### src/fcl_pkg.sv
package fcl_pkg;

	// Configuration register indexes
	localparam logic [2:0] REG_RESERVED_SECTORS     = 3'd0;
	localparam logic [2:0] REG_SECTORS_PER_FAT      = 3'd1;
	localparam logic [2:0] REG_FAT_COPIES           = 3'd2;
	localparam logic [2:0] REG_ROOT_ENTRIES         = 3'd3;
	localparam logic [2:0] REG_TOTAL_SECTORS        = 3'd4;
	localparam logic [2:0] REG_SECTOR_SIZE_LOG2     = 3'd5;
	localparam logic [2:0] REG_CLUSTER_SECTORS_LOG2 = 3'd6;

	typedef enum logic [1:0] {
		KIND_FAT12 = 2'd0,
		KIND_FAT16 = 2'd1,
		KIND_FAT32 = 2'd2
	} fat_kind_t;

	// Cluster count thresholds between table types
	localparam logic [31:0] FAT12_COUNT_LIMIT = 32'd4085;
	localparam logic [31:0] FAT16_COUNT_LIMIT = 32'd65525;

	// First reserved / end-of-chain values per table type
	localparam logic [11:0] FAT12_BAD  = 12'hFF7;
	localparam logic [15:0] FAT16_BAD  = 16'hFFF7;
	localparam logic [31:0] FAT32_MASK = 32'h0FFF_FFFF;
	localparam logic [27:0] FAT32_BAD  = 28'hFFF_FFF7;

	localparam logic [3:0] SECTOR_LOG2_MIN = 4'd9;
	localparam logic [3:0] SECTOR_LOG2_MAX = 4'd12;

	localparam logic [15:0] RESET_RESERVED     = 16'd1;
	localparam logic [2:0]  RESET_FAT_COPIES   = 3'd2;
	localparam logic [15:0] RESET_ROOT_ENTRIES = 16'd512;
	localparam logic [3:0]  RESET_SECTOR_LOG2  = 4'd9;

	// Clamp bytes-per-sector exponent to the supported range
	function automatic logic [3:0] eff_sector_log2(input logic [3:0] raw);
		logic [3:0] res;
		if (raw < SECTOR_LOG2_MIN) begin
			res = SECTOR_LOG2_MIN;
		end else if (raw > SECTOR_LOG2_MAX) begin
			res = SECTOR_LOG2_MAX;
		end else begin
			res = raw;
		end
		return res;
	endfunction

endpackage

### src/fat_cluster_chain_locator.sv
// FAT cluster chain locator.
// Request channel (req_valid/req_ready) takes a cluster number and the 32-bit
// little-endian word the host read at that cluster's table entry. Response
// channel (rsp_valid/rsp_ready) returns the table type, the table sector and
// byte offset of the entry, the decoded next cluster (0 for end of chain or
// bad) and the first data sector of the cluster.
// Geometry is loaded through cfg_we/cfg_index/cfg_data, one register per
// write, only while no request is in flight; the user must keep to this,
// the block itself does not enforce it. rsp_valid rises once a word has
// passed the four-stage pipeline (geometry multiply, table base add,
// cluster count and type, final select), which takes one word per cycle
// while the response channel is not stalled.
// Each stage has its own valid bit and ready: a stalled response stage holds
// its word while empty stages upstream keep filling, so no word is dropped or
// duplicated. req_ready falls only once every stage holds a word.
// Reset clears all valid bits and loads the default geometry (one reserved
// sector, two tables, 512 root entries, 512-byte sectors).
module fat_cluster_chain_locator (
	input  logic        clk,
	input  logic        arst_n,
	input  logic        cfg_we,
	input  logic [2:0]  cfg_index,
	input  logic [31:0] cfg_data,
	input  logic        req_valid,
	output logic        req_ready,
	input  logic [27:0] cluster,
	input  logic [31:0] entry_word,
	output logic        rsp_valid,
	input  logic        rsp_ready,
	output logic [1:0]  fat_kind,
	output logic [31:0] table_sector,
	output logic [11:0] byte_offset,
	output logic [27:0] next_link,
	output logic [31:0] data_start
);

	// Geometry registers
	logic [15:0] reserved_sectors_q;
	logic [31:0] sectors_per_fat_q;
	logic [2:0]  fat_copies_q;
	logic [15:0] root_entries_q;
	logic [31:0] total_sectors_q;
	logic [3:0]  sector_size_log2_q;
	logic [2:0]  cluster_sectors_log2_q;

	always_ff @(posedge clk or negedge arst_n) begin
		if (!arst_n) begin
			reserved_sectors_q     <= fcl_pkg::RESET_RESERVED;
			sectors_per_fat_q      <= '0;
			fat_copies_q           <= fcl_pkg::RESET_FAT_COPIES;
			root_entries_q         <= fcl_pkg::RESET_ROOT_ENTRIES;
			total_sectors_q        <= '0;
			sector_size_log2_q     <= fcl_pkg::RESET_SECTOR_LOG2;
			cluster_sectors_log2_q <= '0;
		end else if (cfg_we) begin
			unique case (cfg_index)
				fcl_pkg::REG_RESERVED_SECTORS:     reserved_sectors_q     <= cfg_data[15:0];
				fcl_pkg::REG_SECTORS_PER_FAT:      sectors_per_fat_q      <= cfg_data;
				fcl_pkg::REG_FAT_COPIES:           fat_copies_q           <= cfg_data[2:0];
				fcl_pkg::REG_ROOT_ENTRIES:         root_entries_q         <= cfg_data[15:0];
				fcl_pkg::REG_TOTAL_SECTORS:        total_sectors_q        <= cfg_data;
				fcl_pkg::REG_SECTOR_SIZE_LOG2:     sector_size_log2_q     <= cfg_data[3:0];
				fcl_pkg::REG_CLUSTER_SECTORS_LOG2: cluster_sectors_log2_q <= cfg_data[2:0];
				default: ;
			endcase
		end
	end

	logic [3:0]  slog;
	logic [12:0] bps_m1;
	assign slog   = fcl_pkg::eff_sector_log2(sector_size_log2_q);
	assign bps_m1 = (13'd1 << slog) - 13'd1;

	// Stage handshake: each stage loads when empty or when its successor moves
	logic v_s1, v_s2, v_s3, v_s4;
	logic rdy1, rdy2, rdy3, rdy4;
	assign rdy4      = !v_s4 || rsp_ready;
	assign rdy3      = !v_s3 || rdy4;
	assign rdy2      = !v_s2 || rdy3;
	assign rdy1      = !v_s1 || rdy2;
	assign req_ready = rdy1;
	assign rsp_valid = v_s4;

	always_ff @(posedge clk or negedge arst_n) begin
		if (!arst_n) begin
			v_s1 <= 1'b0;
			v_s2 <= 1'b0;
			v_s3 <= 1'b0;
			v_s4 <= 1'b0;
		end else begin
			if (rdy1) v_s1 <= req_valid;
			if (rdy2) v_s2 <= v_s1;
			if (rdy3) v_s3 <= v_s2;
			if (rdy4) v_s4 <= v_s3;
		end
	end

	// Stage 1: root directory sectors and table area size
	logic [21:0] rds_sum;
	logic [21:0] rds_shift;
	logic [34:0] fat_area;
	assign rds_sum   = {1'b0, root_entries_q, 5'b0} + {9'b0, bps_m1};
	assign rds_shift = rds_sum >> slog;
	assign fat_area  = sectors_per_fat_q * fat_copies_q;

	logic [27:0] cl_s1;
	logic [31:0] word_s1;
	logic [12:0] rds_s1;
	logic [31:0] fat_area_s1;

	always_ff @(posedge clk) begin
		if (rdy1 && req_valid) begin
			cl_s1       <= cluster;
			word_s1     <= entry_word;
			rds_s1      <= rds_shift[12:0];
			fat_area_s1 <= fat_area[31:0];
		end
	end

	// Stage 2: first data sector, FAT12 offset, per-type entry decode
	logic [11:0] raw12;
	logic [11:0] dec12;
	logic [15:0] dec16;
	logic [31:0] masked32;
	logic [27:0] dec32;
	assign raw12    = cl_s1[0] ? word_s1[15:4] : word_s1[11:0];
	assign dec12    = (raw12 >= fcl_pkg::FAT12_BAD) ? 12'd0 : raw12;
	assign dec16    = (word_s1[15:0] >= fcl_pkg::FAT16_BAD) ? 16'd0 : word_s1[15:0];
	assign masked32 = word_s1 & fcl_pkg::FAT32_MASK;
	assign dec32    = (masked32[27:0] >= fcl_pkg::FAT32_BAD) ? 28'd0 : masked32[27:0];

	logic [27:0] cl_s2;
	logic [12:0] rds_s2;
	logic [31:0] first_s2;
	logic [28:0] off12_s2;
	logic [11:0] n12_s2;
	logic [15:0] n16_s2;
	logic [27:0] n32_s2;

	always_ff @(posedge clk) begin
		if (rdy2 && v_s1) begin
			cl_s2    <= cl_s1;
			rds_s2   <= rds_s1;
			first_s2 <= {16'b0, reserved_sectors_q} + fat_area_s1;
			off12_s2 <= {1'b0, cl_s1} + {2'b0, cl_s1[27:1]};
			n12_s2   <= dec12;
			n16_s2   <= dec16;
			n32_s2   <= dec32;
		end
	end

	// Stage 3: cluster count, table type, data sector base
	logic [31:0] data_secs;
	logic [31:0] clus_count;
	logic [31:0] cl_m2;
	logic [31:0] cl_scaled;
	fcl_pkg::fat_kind_t kind_next;
	assign data_secs  = total_sectors_q - first_s2 - {19'b0, rds_s2};
	assign clus_count = data_secs >> cluster_sectors_log2_q;
	assign cl_m2      = {4'b0, cl_s2} - 32'd2;
	assign cl_scaled  = cl_m2 << cluster_sectors_log2_q;

	always_comb begin
		priority if (clus_count < fcl_pkg::FAT12_COUNT_LIMIT) begin
			kind_next = fcl_pkg::KIND_FAT12;
		end else if (clus_count < fcl_pkg::FAT16_COUNT_LIMIT) begin
			kind_next = fcl_pkg::KIND_FAT16;
		end else begin
			kind_next = fcl_pkg::KIND_FAT32;
		end
	end

	logic [27:0] cl_s3;
	logic [12:0] rds_s3;
	logic [28:0] off12_s3;
	logic [11:0] n12_s3;
	logic [15:0] n16_s3;
	logic [27:0] n32_s3;
	logic [31:0] start_s3;
	fcl_pkg::fat_kind_t kind_s3;

	always_ff @(posedge clk) begin
		if (rdy3 && v_s2) begin
			cl_s3    <= cl_s2;
			rds_s3   <= rds_s2;
			off12_s3 <= off12_s2;
			n12_s3   <= n12_s2;
			n16_s3   <= n16_s2;
			n32_s3   <= n32_s2;
			start_s3 <= cl_scaled + first_s2;
			kind_s3  <= kind_next;
		end
	end

	// Stage 4: select by type, locate entry, add root directory offset
	logic [29:0] off_sel;
	logic [27:0] next_sel;
	logic [29:0] off_sect;
	logic        add_root;

	always_comb begin
		unique case (kind_s3)
			fcl_pkg::KIND_FAT12: begin
				off_sel  = {1'b0, off12_s3};
				next_sel = {16'b0, n12_s3};
			end
			fcl_pkg::KIND_FAT16: begin
				off_sel  = {1'b0, cl_s3, 1'b0};
				next_sel = {12'b0, n16_s3};
			end
			fcl_pkg::KIND_FAT32: begin
				off_sel  = {cl_s3, 2'b0};
				next_sel = n32_s3;
			end
			default: begin
				off_sel  = {cl_s3, 2'b0};
				next_sel = n32_s3;
			end
		endcase
	end

	assign off_sect = off_sel >> slog;
	// Cluster 2 is the root directory marker on FAT12/16: no root offset
	assign add_root = (cl_s3 > 28'd2) && (kind_s3 != fcl_pkg::KIND_FAT32);

	fcl_pkg::fat_kind_t kind_s4;
	logic [31:0] table_s4;
	logic [11:0] boff_s4;
	logic [27:0] next_s4;
	logic [31:0] start_s4;

	always_ff @(posedge clk) begin
		if (rdy4 && v_s3) begin
			kind_s4  <= kind_s3;
			table_s4 <= {16'b0, reserved_sectors_q} + {2'b0, off_sect};
			boff_s4  <= off_sel[11:0] & bps_m1[11:0];
			next_s4  <= next_sel;
			start_s4 <= add_root ? (start_s3 + {19'b0, rds_s3}) : start_s3;
		end
	end

	assign fat_kind     = kind_s4;
	assign table_sector = table_s4;
	assign byte_offset  = boff_s4;
	assign next_link    = next_s4;
	assign data_start   = start_s4;

	// Accepted request must occupy the first stage
	a_accept_fills_s1: assert property (@(posedge clk) disable iff (!arst_n)
		req_valid && req_ready |=> v_s1)
		else $error("accepted request did not enter stage 1");

	// Decoded FAT12 link never carries a reserved value
	a_fat12_link: assert property (@(posedge clk) disable iff (!arst_n)
		rsp_valid && (fat_kind == fcl_pkg::KIND_FAT12) |-> (next_link < 28'hFF7))
		else $error("FAT12 next link out of range");

	// FAT12/16 links fit in 16 bits
	a_narrow_link: assert property (@(posedge clk) disable iff (!arst_n)
		rsp_valid && (fat_kind != fcl_pkg::KIND_FAT32) |-> (next_link[27:16] == 12'd0))
		else $error("FAT12/16 next link wider than 16 bits");

	// Byte offset stays inside one sector
	a_offset_in_sector: assert property (@(posedge clk) disable iff (!arst_n)
		rsp_valid |-> ((byte_offset & ~bps_m1[11:0]) == 12'd0))
		else $error("byte offset beyond sector size");

endmodule

### config.mk
export PLATFORM = sky130hd
export DESIGN_NAME = fat_cluster_chain_locator
export DESIGN_NICKNAME = d
export VERILOG_FILES = /design/src/fcl_pkg.sv /design/src/fat_cluster_chain_locator.sv
export SDC_FILE = /design/constraint.sdc
export NUM_CORES = 1
export LEC_CHECK = 0
export BUFFER_PORTS_ARGS = -buffer_cell sky130_fd_sc_hd__buf_4
export CAP_MARGIN = 30
export CORE_MARGIN = 10
export CORE_UTILIZATION = 50
export DETAILED_ROUTE_END_ITERATION = 8
export GPL_TIMING_DRIVEN = 0
export PLACE_DENSITY = 0.66
export SLEW_MARGIN = 10
export SYNTH_ARGS = -nofsm -noshare
export SYNTH_HDL_FRONTEND = slang
export SYNTH_SLANG_ARGS = --single-unit
### constraint.sdc
create_clock -name clk -period 10.78 [get_ports clk]
set_clock_uncertainty 0.1 [all_clocks]
set_input_delay 1.078 -clock clk [delete_from_list [all_inputs] [get_ports clk]]
set_output_delay 1.078 -clock clk [all_outputs]
set_load 0.01 [all_outputs]
==> impl_results.md, run 1 <==
* Outcome: finished clean
* Clk root buf: clkbuf_16
* Total power at 11.88 mW
* Compound-Gate Fraction of Synth Area at 11.77%
* Area of the multi-input gates at 16,160 um2
* Simple-Gate Fraction of Synth Area at 11.51%
* RSZ-0062 raised after global routing: false
* Number of enable flip-flop cells after synthesis at 524
* CP Class: flip-flop to flip-flop
* Power density over the cells at 286.2 nW/um2
* Syn Std Cell Area at 35,820 um2
* Crit path arrival time at 7.14 ns
* Die X at 287.7 um
* DRC viols at 0
* Finished Layout Cells at 4,488
* Die Ht at 287.7 um
* Clk_lat worst skew at 0.64 ns
* Via-to-Cell Ratio at 5.730
* Die ar. at 82,750 um2
* Clock Pin Slew Worst Setup and Hold Paths at 0.06 ns
* Tmin final at 6.853 ns
* Synth unique cells at 86
* Worst path buffer plus inverter count at 4
* Port Buf Inserts at 200
* First-pass GRT wire length at 151,400 um
* Most common cell after layout, fill and taps aside: edfxtp_1
* Drt first pass iters at 8
* Synthesized area per cell at 11.28 um2
* Detail Placement HPWL at 77,940 um
* Synthesized instance count at 3,175
* CP max FO at 10
* Final Instance Area at 41,510 um2
* Fin nets at 3,821
* Layout cells sized above 1 at 13.13%
* CTS tree: built
* Syn. warnings at 0
* Slew Limit Fails at 0
* Post-cts resize count at 0
* IO Count at 208
* Core Footprint at 71,240 um2
* Post-Synth Adder-Cell Area at 9.620%
* FF+latch area at 18,490 um2
* Static Leak at 17.03 nW
* Seq cells post-synth at 634
* Hold buffer count at CTS at 0
* Final worst path period share at 63.57%
* Num rows at 98
* CP cell instances: clkbuf_1 > clkbuf_1 > buf_1 > clkbuf_1 > o21ai_0 > a21oi_1 > a21oi_1 > ha_1 > o21ai_0 > nand2b_1 > a31o_2 > a211o_1 > a31o_2 > a41o_1 > a41o_1 > o41ai_2 > o2111ai_1 > a21oi_1 > xnor2_1
* Inst Count DP at 4,350
* Vias at 25,710
* Startpoint Class: flip-flop
* Wire length per cell at 22.11 um
* Largest family of logic cells by synthesized area: compound AO/OA/AOI/OAI gates
* Synthesis-to-layout area growth at 15.88%
* Number of setup buffers added after CTS at 0
* Fraction of registers with async set/reset at 17.35%
* H-tree Lvls at 3
* GRT Residual Overflow at 0
* Core Util, Final at 58.27%
* Vias in the first global route at 25,540
* Setup TNS at 0 ns
* Slowest cell on crit path: buf_1
* GRT Util Overall at 23.71%
* WP data required at 11.07 ns
* Commonest cells after routing, fill and taps aside: 524 x edfxtp_1, 253 x nand2_1, 233 x nor2_1, 222 x inv_1, 202 x buf_4
* Maxcap violations at 0
* HP Class: primary input to async pin
* # fillers at 5,870
* Family with the most delay on the worst path: compound AO/OA/AOI/OAI gates
* Clk buf depth at 3
* Initial Util at 50.28%
* GPL Wtd Cong at 0.9182
* Antenna violations before repair at 8
* Seq/Total Area, Yosys at 51.63%
* Max stage delay on crit path at 0.72 ns
* Finish-stage setup viols at 0
* Setup crit end kind: flip-flop
* DP Area at 38,830 um2
* WL final at 99,210 um
* Final Hold Viols at 0
* Clk sink count at 634
* 1st-iter DRT viols at 2,109
* Peak VDD IR at 0.0001557 V
* Worst-margin pin slew at 1.012 ns
* Max Clk Rate at 145.9 MHz
* Slew margin rel. at 32.37%
* XOR/XNOR Fraction of Synth Area at 4.963%
* ANT nets after route at 0
* Synth Flop Type: edfxtp_1
* Total CTS buffers at 71
* Pin count of the biggest net entering global routing at 83
* Fraction of synthesized area in multiplexers at 7.028%
## where the power goes
part           leakage (nW)  internal, mW  switching, mW
clock network          1.27          1.65           1.04
registers              6.40          3.45          0.389
logic                  9.35          2.17           3.18
total                  17.0          7.27           4.61
## flip-flops by register name, summed over array words and instances, names as in the netlist, 29 cells and up
signal and flops:
first_s2 32, total_sectors_q 32, off12_s3 29, data_start 32
table_sector 31, fat_area_s1 32, off12_s2 29, start_s3 32
sectors_per_fat_q 32
## cells in the mapped netlist, types with 65 or more instances
cell type | count | share of area [%]
o21ai_0 | 171 | 2.4
nor2_1 | 233 | 2.4
nand2_1 | 253 | 2.7
xnor2_1 | 139 | 3.4
edfxtp_1 | 524 | 44
dfrtp_1 | 105 | 7.3
a21o_1 | 65 | 1.4
mux2_2 | 100 | 3.1
and2_1 | 75 | 1.3
inv_1 | 222 | 2.3
ha_1 | 197 | 6.9
clkbuf_1 | 85 | 0.89
a21oi_1 | 188 | 2.6
mux2i_1 | 130 | 3.6
## cell type report
cell class	instances	area share, %
Antenna cell	4	0.02411
Buffer	103	0.9404
Clock buffer	95	4.744
Clock inverter	37	1.649
Inverter	226	2.044
Multi-Input combinational cell	2225	38.93
Sequential cell	634	44.55
Tap cell	950	2.864
Timing Repair Buffer	214	4.256
## layer usage
metal / up-vias / wire length, um / global-route usage [%]
li1: 12120 / - / -
met2: 842 / 45820 / 37.59
met3: 124 / 6695 / 3.572
met5: - / 13 / 0
met4: 2 / 2048 / 6.420
met1: 12630 / 44640 / 33.61
## worst register-to-register path, cell delays in order (launching register included)
cell and delay (ns):
dfrtp_1 0.39, clkbuf_1 0.43, clkbuf_1 0.71, buf_1 0.72
clkbuf_1 0.53, o21ai_0 0.23, a21oi_1 0.32, a21oi_1 0.17
ha_1 0.36, o21ai_0 0.17, nand2b_1 0.08, a31o_2 0.29
a211o_1 0.32, a31o_2 0.26, a41o_1 0.27, a41o_1 0.28
o41ai_2 0.36, o2111ai_1 0.20, a21oi_1 0.21, xnor2_1 0.24
## logic make-up (layout without fill, tap and decap cells)
group,after synthesis,in the layout
adder cells (fa/ha/maj),246,246
buffers and inverters,329,675
other,2,19
AO/OA/AOI/OAI,664,664
flip-flops,634,634
XOR/XNOR,203,203
AND/OR/NAND/NOR,863,863
multiplexers,234,234
## stage by stage
step	hold slack (ns)	worst slack, ns
after CTS	0.2136	4.036
after detailed placement	0.3045	4.088
final	0.2289	3.927
after floorplan	0.3003	4.290
after global placement	0.3013	1.340
after global routing	0.2404	3.575
## final timing paths
check | start | end | slack (ns) | depth (start not counted)
worst max-delay path | cluster_sectors_log2_q[0] | start_s3[31] | 3.93 | 19
worst min-delay path | arst_n | total_sectors_q[28] | 0.23 | 1
worst max register to register | cluster_sectors_log2_q[0] | start_s3[31] | 3.93 | 19
worst min register to register | rds_s1[12] | rds_s2[12] | 0.28 | 0
max in group asynchronous | arst_n | root_entries_q[9] | 9.56 | 2
min in group clk | rds_s1[12] | rds_s2[12] | 0.28 | 0
Power figures use the tool's default switching activity.
==> inputs of run 2 (changes only) <==
==> constraint.sdc (replaced) <==
create_clock -name clk -period 6.5 [get_ports clk]
set_clock_uncertainty 0.1 [all_clocks]
set_input_delay 0.65 -clock clk [delete_from_list [all_inputs] [get_ports clk]]
set_output_delay 0.65 -clock clk [all_outputs]
set_load 0.01 [all_outputs]
==> impl_results.md, run 2 (same netlist as run 1, synthesis figures left out) <==
* CP Class: flip-flop to flip-flop
* Clk sink count at 634
* Pin count of the biggest net entering global routing at 83
* Antenna violations before repair at 9
* Slew Limit Fails at 0
* Num rows at 98
* Setup crit end kind: flip-flop
* Total CTS buffers at 71
* IO Count at 208
* Clk_lat worst skew at 0.64 ns
* Crit. Startpoint: cluster_sectors_log2_q[0]
* Port Buf Inserts at 200
* Tmin final at 6.264 ns
* H-tree Lvls at 3
* GRT Util Overall at 23.72%
* DRC viols at 0
* RR Startpoint: cluster_sectors_log2_q[0]
* Clk buf depth at 3
* CP cell instances: clkbuf_1 > buf_2 > clkbuf_1 > clkbuf_2 > nand2_1 > o21ai_0 > nand2_1 > inv_1 > ha_1 > a211oi_1 > o211ai_1 > a31o_2 > a211o_1 > a31o_2 > a41o_1 > a41o_1 > o41ai_4 > o2111ai_1 > a21oi_1 > xnor2_1
* Wire length per cell at 22.10 um
* WP data required at 6.78 ns
* Core Footprint at 71,240 um2
* Max stage delay on crit path at 0.46 ns
* Hold path startpoint: entry_word[8]
* Static Leak at 17.08 nW
* Clk root buf: clkbuf_16
* ANT nets after route at 0
* CTS tree: built
* Die Ht at 287.7 um
* Area of the multi-input gates at 16,200 um2
* Vias at 25,810
* Layout cells sized above 1 at 13.59%
* Finish-stage setup viols at 0
* Crit path arrival time at 6.55 ns
* Worst-margin pin slew at 1.056 ns
* Commonest cells after routing, fill and taps aside: 524 x edfxtp_1, 253 x nand2_1, 233 x nor2_1, 222 x inv_1, 207 x buf_4
* GRT Residual Overflow at 0
* Fin nets at 3,826
* HP Class: primary input to flip-flop
* Slack of the critical path at 0.2363 ns
* RSZ-0062 raised after global routing: true
* Slowest cell on crit path: clkbuf_1
* Via-to-Cell Ratio at 5.746
* Vias in the first global route at 25,570
* Drt first pass iters at 5
* Post-place setup slack at -0.1924 ns
* GPL Wtd Cong at 0.9182
* First-pass GRT wire length at 151,400 um
* Max Clk Rate at 159.7 MHz
* Outcome: finished clean
* FF+latch area at 18,490 um2
* Final Instance Area at 41,600 um2
* Maxcap violations at 0
* Power density over the cells at 473.8 nW/um2
* DP Area at 38,830 um2
* # fillers at 5,879
* Most common cell after layout, fill and taps aside: edfxtp_1
* CP max FO at 10
* Detail Placement HPWL at 77,940 um
* Clock Pin Slew Worst Setup and Hold Paths at 0.06 ns
* Die ar. at 82,750 um2
* WL final at 99,230 um
* Total power at 19.71 mW
* 1st-iter DRT viols at 2,161
* Final worst path period share at 96.36%
* Slew margin rel. at 29.47%
* Peak VDD IR at 0.0002608 V
* Synthesis-to-layout area growth at 16.14%
* Die X at 287.7 um
* Startpoint Class: flip-flop
* Final Hold Viols at 0
* Initial Util at 50.28%
run 2: timing repair:
item                                   CTS  global route
buffers inserted                         2             3
pin swaps                                0             1
endpoints found under the hold margin   28             0
hold buffers                             1             0
resized for setup                        4            14
setup endpoints to repair                2            10
run 2: area by class of cell:
cell class                      instances  area share, %
Sequential cell                       634          44.45
Multi-Input combinational cell       2225          38.95
Clock buffer                           95          4.734
Timing Repair Buffer                  220          4.361
Tap cell                              950          2.857
Inverter                              226          2.039
Clock inverter                         37          1.645
Buffer                                102         0.9474
Antenna cell                            2        0.01203
run 2: power by group:
part / internal, mW / switching, mW / total, mW / leakage, nW
logic: 3.61 / 5.27 / 8.88 / 9.41
clock network: 2.73 / 1.72 / 4.45 / 1.27
registers: 5.73 / 0.646 / 6.38 / 6.40
run 2: stage by stage:
step / util [%] / cells / hold WS [ns] / TNS, ns
5_1_grt: 58.39 / 4489 / 0.06249 / -0.05742
3_3_place_gp: 54.13 / 4338 / 0.3013 / -365.43
4_1_cts: 58.28 / 4485 / 0.05176 / 0
2_1_floorplan: - / 3188 / 0.2544 / 0
6_report: 58.40 / 4491 / 0.08319 / 0
3_5_place_dp: 54.50 / 4350 / 0.3045 / -0.2215
run 2: final timing paths:
path / end / slack [ns] / cells past startpoint
worst max-delay path: start_s3[31] / 0.24 / 20
worst min register to register: rds_s2[12] / 0.29 / 0
worst max register to register: start_s3[31] / 0.24 / 20
max in group asynchronous: root_entries_q[9] / 5.14 / 3
worst min-delay path: word_s1[8] / 0.08 / 1
min in group asynchronous: total_sectors_q[28] / 0.38 / 2
run 2: layer usage:
layer / routed length [um] / part of all wire [%] / GRT usage, % / vias to the layer above
met5: 13 / 0.013 / 0 / -
met3: 6794 / 6.8 / 3.627 / 144
met1: 44640 / 45 / 33.58 / 12680
met4: 2385 / 2.4 / 6.394 / 2
met2: 45400 / 46 / 37.61 / 857
li1: - / - / - / 12120
run 2: worst max-delay path, delay by kind of cell (launching register included):
kind,cells,cell delay [ns]
AOI/OAI and AO/OA,11,2.93
buffers and inverters,5,1.78
DFF,1,0.40
and+or+nand+nor,2,0.33
adders and majority gates,1,0.24
xor gates and xnor gates,1,0.24
